[config.mk]
export PLATFORM = sky130hd
export DESIGN_NAME = bafl_size_enc
export DESIGN_NICKNAME = d
export VERILOG_FILES = /design/src/rtl/bafl_size_enc.sv
export SDC_FILE = /design/constraint.sdc
export NUM_CORES = 1
export LEC_CHECK = 0
export BUFFER_PORTS_ARGS = -buffer_cell sky130_fd_sc_hd__buf_2
export CAP_MARGIN = 5
export CORE_AREA = 2 2 39 41
export DETAILED_ROUTE_END_ITERATION = 12
export DIE_AREA = 0 0 41 43
export GPL_ROUTABILITY_DRIVEN = 0
export PLACE_DENSITY_LB_ADDON = 0.2
export SLEW_MARGIN = 20
export SYNTH_ARGS = -nofsm -noshare
export SYNTH_HDL_FRONTEND = slang
export SYNTH_SLANG_ARGS = --single-unit
[constraint.sdc]
create_clock -name vclk -period 1.7
set_input_delay 0.085 -clock vclk [all_inputs]
set_output_delay 0.085 -clock vclk [all_outputs]
set_load 0.02 [all_outputs]
[src/rtl/bafl_size_enc.sv]
// ----------------------------------------------------------------------------
// bafl_size_enc
// request size check and round-up to a power-of-two level
// ----------------------------------------------------------------------------
module bafl_size_enc #(
	parameter int TOTAL_SIZE = 2048,
	parameter int LG_T       = $clog2(TOTAL_SIZE),
	parameter int LW         = $clog2(LG_T + 1)
) (
	input  logic [12:0]   alloc_size,
	output logic          bad,
	output logic [LW-1:0] want_lg
);
	localparam int CW = 18;

	logic [CW-1:0] size_w;

	assign size_w = CW'(alloc_size);
	assign bad    = (alloc_size == '0) || (size_w > CW'(TOTAL_SIZE));

	// smallest level whose block holds the request
	always_comb begin
		want_lg = '0;
		for (int i = LG_T; i >= 0; i--) begin
			if ((CW'(1) << i) >= size_w) begin
				want_lg = LW'(i);
			end
		end
	end

endmodule

# Word-level counts from Yosys, hierarchy flattened
# Index checks and enable logic that the tools add are counted.
[op_classes] n_reduce_logical=2 n_mux=12 order_cmp=13
[ops] operator="two-way mux 4 bit" count=12
[ops] operator=">= comparator 1 x 13 -> 1 bit, first input constant" count=1
[ops] operator=">= comparator 10 x 13 -> 1 bit, first input constant" count=1
[ops] operator=">= comparator 11 x 13 -> 1 bit, first input constant" count=1
[ops] operator=">= comparator 12 x 13 -> 1 bit, first input constant" count=1
[ops] operator=">= comparator 2 x 13 -> 1 bit, first input constant" count=1
[ops] operator=">= comparator 3 x 13 -> 1 bit, first input constant" count=1
[ops] operator=">= comparator 4 x 13 -> 1 bit, first input constant" count=1
[ops] operator=">= comparator 5 x 13 -> 1 bit, first input constant" count=1
[ops] operator=">= comparator 6 x 13 -> 1 bit, first input constant" count=1
[ops] operator=">= comparator 7 x 13 -> 1 bit, first input constant" count=1
[ops] operator=">= comparator 8 x 13 -> 1 bit, first input constant" count=1
[ops] operator=">= comparator 9 x 13 -> 1 bit, first input constant" count=1
[ops] operator="> comparator 13 x 12 -> 1 bit, second input constant" count=1
[ops] operator="zero test 13 bit" count=1
[ops] operator="logical OR 1 bit" count=1
[totals] inputBits=13 register_bits=0

# Logic depth before layout (Yosys ltp)
[logic_depth] word_depth=13 depth_mapped=6 ltp_nobuf=5

# Least setup slack after synthesis
# Ideal clock, no wire load.
[synth_path] kind="input -> output" startpoint="input port alloc_size[2]" endpoint="output port want_lg[1]" required_time_ns=1.615 n_path_buf=0 path_slack_ns=-0.209 stages=5 arrival_ns=1.824 path_cell_list="or4_4 or3_4 o21ai_0 nand2_1 a311oi_1"
[synth_via] elab_chain_len=13 word_cells_on_any_way=24 classes_between="order compare: 12; mux: 12"
[synth_lines] element="from (decl)" line="10" text="input logic [12:0] alloc_size,"
[synth_lines] element=">= comparator 12 x 13 -> 1 bit" line="25" text="if ((CW'(1) << i) >= size_w) begin"
[synth_lines] element="two-way mux 4 bit (11 in series)" line="25"
[synth_lines] element="two-way mux 4 bit *" line="25"
[synth_lines] element="to (decl)" line="12" text="output logic [LW-1:0] want_lg"
# Mark *: on every way between the ends. The rest lies on a longest branch, timed or not.

# Worst setup path after layout
[layout_path] startpoint="input port alloc_size[1]" endpoint="output port want_lg[1]"
# The elaborated chain is that of the path after synthesis.

==> results.txt <==
----------------------------------------------------
[Layout]
  Clock buffer instance count of the final layout ... 0
  Layout cell share with drive strength beyond 1 ... 64.7%
  Layout-stage area growth over the synthesis result ... 127%
  Post-route core utilization ... 48.9%
  Number of nets in the finished design ... 100
  Diodes inserted ... 0
  Area of all placed cells without fillers ... 677 um2
  Total area of sequential cells ... 0 um2
  Sequential cells ... 0

[GRT]
  Antenna violations before repair ... 0
  Via count of the first global-routing pass ... 483
  Total Routing Usage GR ... 15.1%
  Maximum number of pins on one net before global-route repair ... 8
  Gr ovfl total ... 0
  Global-route wire length before repair ... 1980 um

[Setup path]
  Crit Path Max Fanout ... 2
  Setup crit start kind ... input pin
  Crit path top cell by count ... sky130_fd_sc_hd__buf_6
  Endpoint class of the critical path ... output port
  Signal arrival time at the worst endpoint ... 1.89 ns
  Critical Setup Path Class ... in2out
  Kind of cell adding the most delay to the critical path ... simple AND/OR/NAND/NOR gates
  Crit path buf inv count ... 4
  CP Data Required Time ... 1.62 ns
  Ordered list of cells on the worst path ... buf_6 -> or4_4 -> buf_6 -> or4_4 -> buf_6 -> a21oi_2 -> or2_4 -> a311oi_2 -> buf_4
  Max stage delay on crit path ... 0.53 ns
  Max stage delay cell, worst path ... sky130_fd_sc_hd__or4_4

[Yosys]
  Synth unique cells ... 26
  Yosys synthesis warning count ... 0
  Synth area leader ... sky130_fd_sc_hd__a21oi_1
  Sequential share of the synthesized area ... 0%
  Adder and majority cell fraction of the synthesized area ... 0%
  Mux cell area share after synthesis ... 8.40%
  Synth top area cells ... sky130_fd_sc_hd__a21oi_1 (8.4%), sky130_fd_sc_hd__nor2_1 (7.6%), sky130_fd_sc_hd__nor3_1 (6.7%)
  Main combinational cell family by area after synthesis ... simple AND/OR/NAND/NOR gates
  Post-Syn Nets ... 60
  List of most frequent post-synthesis cells ... sky130_fd_sc_hd__nor2_1 (6), sky130_fd_sc_hd__a21oi_1 (5), sky130_fd_sc_hd__nand2_1 (4), sky130_fd_sc_hd__nor3_1 (4), sky130_fd_sc_hd__o21ai_0 (3)
  Post-synthesis area per instance ... 6.34 um2
  Post-synthesis share of cell area spent on xor and xnor gates ... 0%
  Post-synthesis instance area ... 298 um2
  Number of standard cells after synthesis ... 47
  Synth Area in Simple Gates ... 52.1%
  Complex-gate fraction of the synthesized area ... 35.7%
  Top-count cell post-synth ... sky130_fd_sc_hd__nor2_1
  Share of the synthesized area in the top cell type ... 8.40%

[STA]
  Number of failing hold endpoints at the final stage ... 0
  Measured slew at the worst slew-check pin ... 0.285 ns
  Setup TNS ... -0.931 ns
  Rel. slew slack ... 80.8%
  Final worst slack ... -0.276 ns
  Final Max Slew Viols ... 0
  Final Critical Period ... 1.98 ns
  Max Fclk ... 0.506 GHz
  Worst hold-check slack ... 0.571 ns
  Post-route clock period utilization ... 116%
  Setup violators final ... 5
  Setup repair after global routing missed its margin ... yes

[Power and ir drop]
  Switching fraction of total power ... 47.2%
  Sequential group share of total power ... 0%
  Leak pwr ... 0.000289 uW
  Power per cell area ... 189 nW/um2
  Internal power component ... 67.6 uW
  Share of power burned in the clock network ... 0%
  Combinational Power Share ... 100.0%
  NetSw ... 60.4 uW
  Worst vdd ir ... 71.2 uV

[Placed design]
  Input/output buffers ... 18
  Post-detailed-placement cell area ... 543 um2
  Detail Placement HPWL ... 898 um
  Post-Place Worst Slack ... -0.349 ns

[Floorplan]
  Area of the die ... 1760 um2
  Starting utilization of the core area ... 21.5%
  Floorplan die height ... 43 um
  IO Pins ... 18
  Row count ... 14
  Chip width ... 41 um
  Core Box Area ... 1380 um2

[Route]
  Total routed wirelength ... 1250 um
  Remaining design rule violation count ... 0
  Average wire length per cell after detail routing ... 12.4 um
  DRT Pass-1 Iters ... 4
  Antenna-violating nets left ... 0
  Vias per inst ... 5.14
  Via total after detailed routing ... 519
  Number of DRC violations after detailed-routing iteration 0 ... 11

[Status]
  Violations in the final reports ... setup timing
  Result of the run ... finished, violations left

[Worst hold path]
  HP Class ... in2out

[Flow run]
  Total of max-cap violations ... 0

----------------------------------------------------
-- power by group through the flow --
stage | Combinational (uW) | Sequential, uW | Clock (uW)
6_report | 128 | 0 | 0
5_1_grt | 138 | 0 | 0
4_1_cts | 121 | 0 | 0
3_5_place_dp | 103 | 0 | 0
3_3_place_gp | 103 | 0 | 0
2_1_floorplan | 42.4 | 0 | 0
-- layer usage --
layer / vias up / track usage, % / wire, um
li1: 268 / - / -
met4: 0 / 2.00 / 0
met1: 241 / 22.5 / 581
met2: 10 / 24.1 / 632
met5: - / 0 / 0
met3: 0 / 0 / 38
-- placed cells by master (no fill, tap or decap), drive strengths merged --
cell type / n
buf: 39
nor2: 6
a21oi: 5
nor3: 4
nand2: 4
or4: 3
or3: 3
o21ai: 3
a221oi: 2
nand3b: 2
mux2: 1
inv: 1
o22ai: 1
a22oi: 1
mux2i: 1
o2bb2ai: 1
nor4: 1
and4: 1
or2: 1
nand3: 1
o31ai: 1
nand4: 1
a311oi: 1
a221o: 1
-- worst paths after layout --
| path | endpoint | start | depth (start not counted) |
|---|---|---|---|
| setup / recovery | want_lg[1] | alloc_size[1] | 9 |
| hold / removal | want_lg[3] | alloc_size[12] | 4 |
-- what timing repair did --
item / CTS / global route
setup buffers: 3 / 1
endpoints found under the setup margin: 5 / 5
hold buffers: 0 / 0
resized for setup: 18 / 8
pin swaps: 6 / 3
-- area by class of cell --
| class | count | area, um2 |
|---|---|---|
| timing repair buffer | 39 | 295 |
| tap | 16 | 20.0 |
| inverter | 1 | 3.75 |
| multi-input combinational | 45 | 358 |
| fill | 139 | 707 |
-- kinds of logic after synthesis --
family          after synthesis
buf+inv                       2
compound gates               16
mux                           2
simple gates                 27
-- per-stage QoR --
step	cells	total power [uW]
5_1_grt	101	138
2_1_floorplan	47	42.4
3_5_place_dp	97	103
3_3_place_gp	97	103
6_report	101	128
4_1_cts	100	121
(Power assumes the default switching activity.)
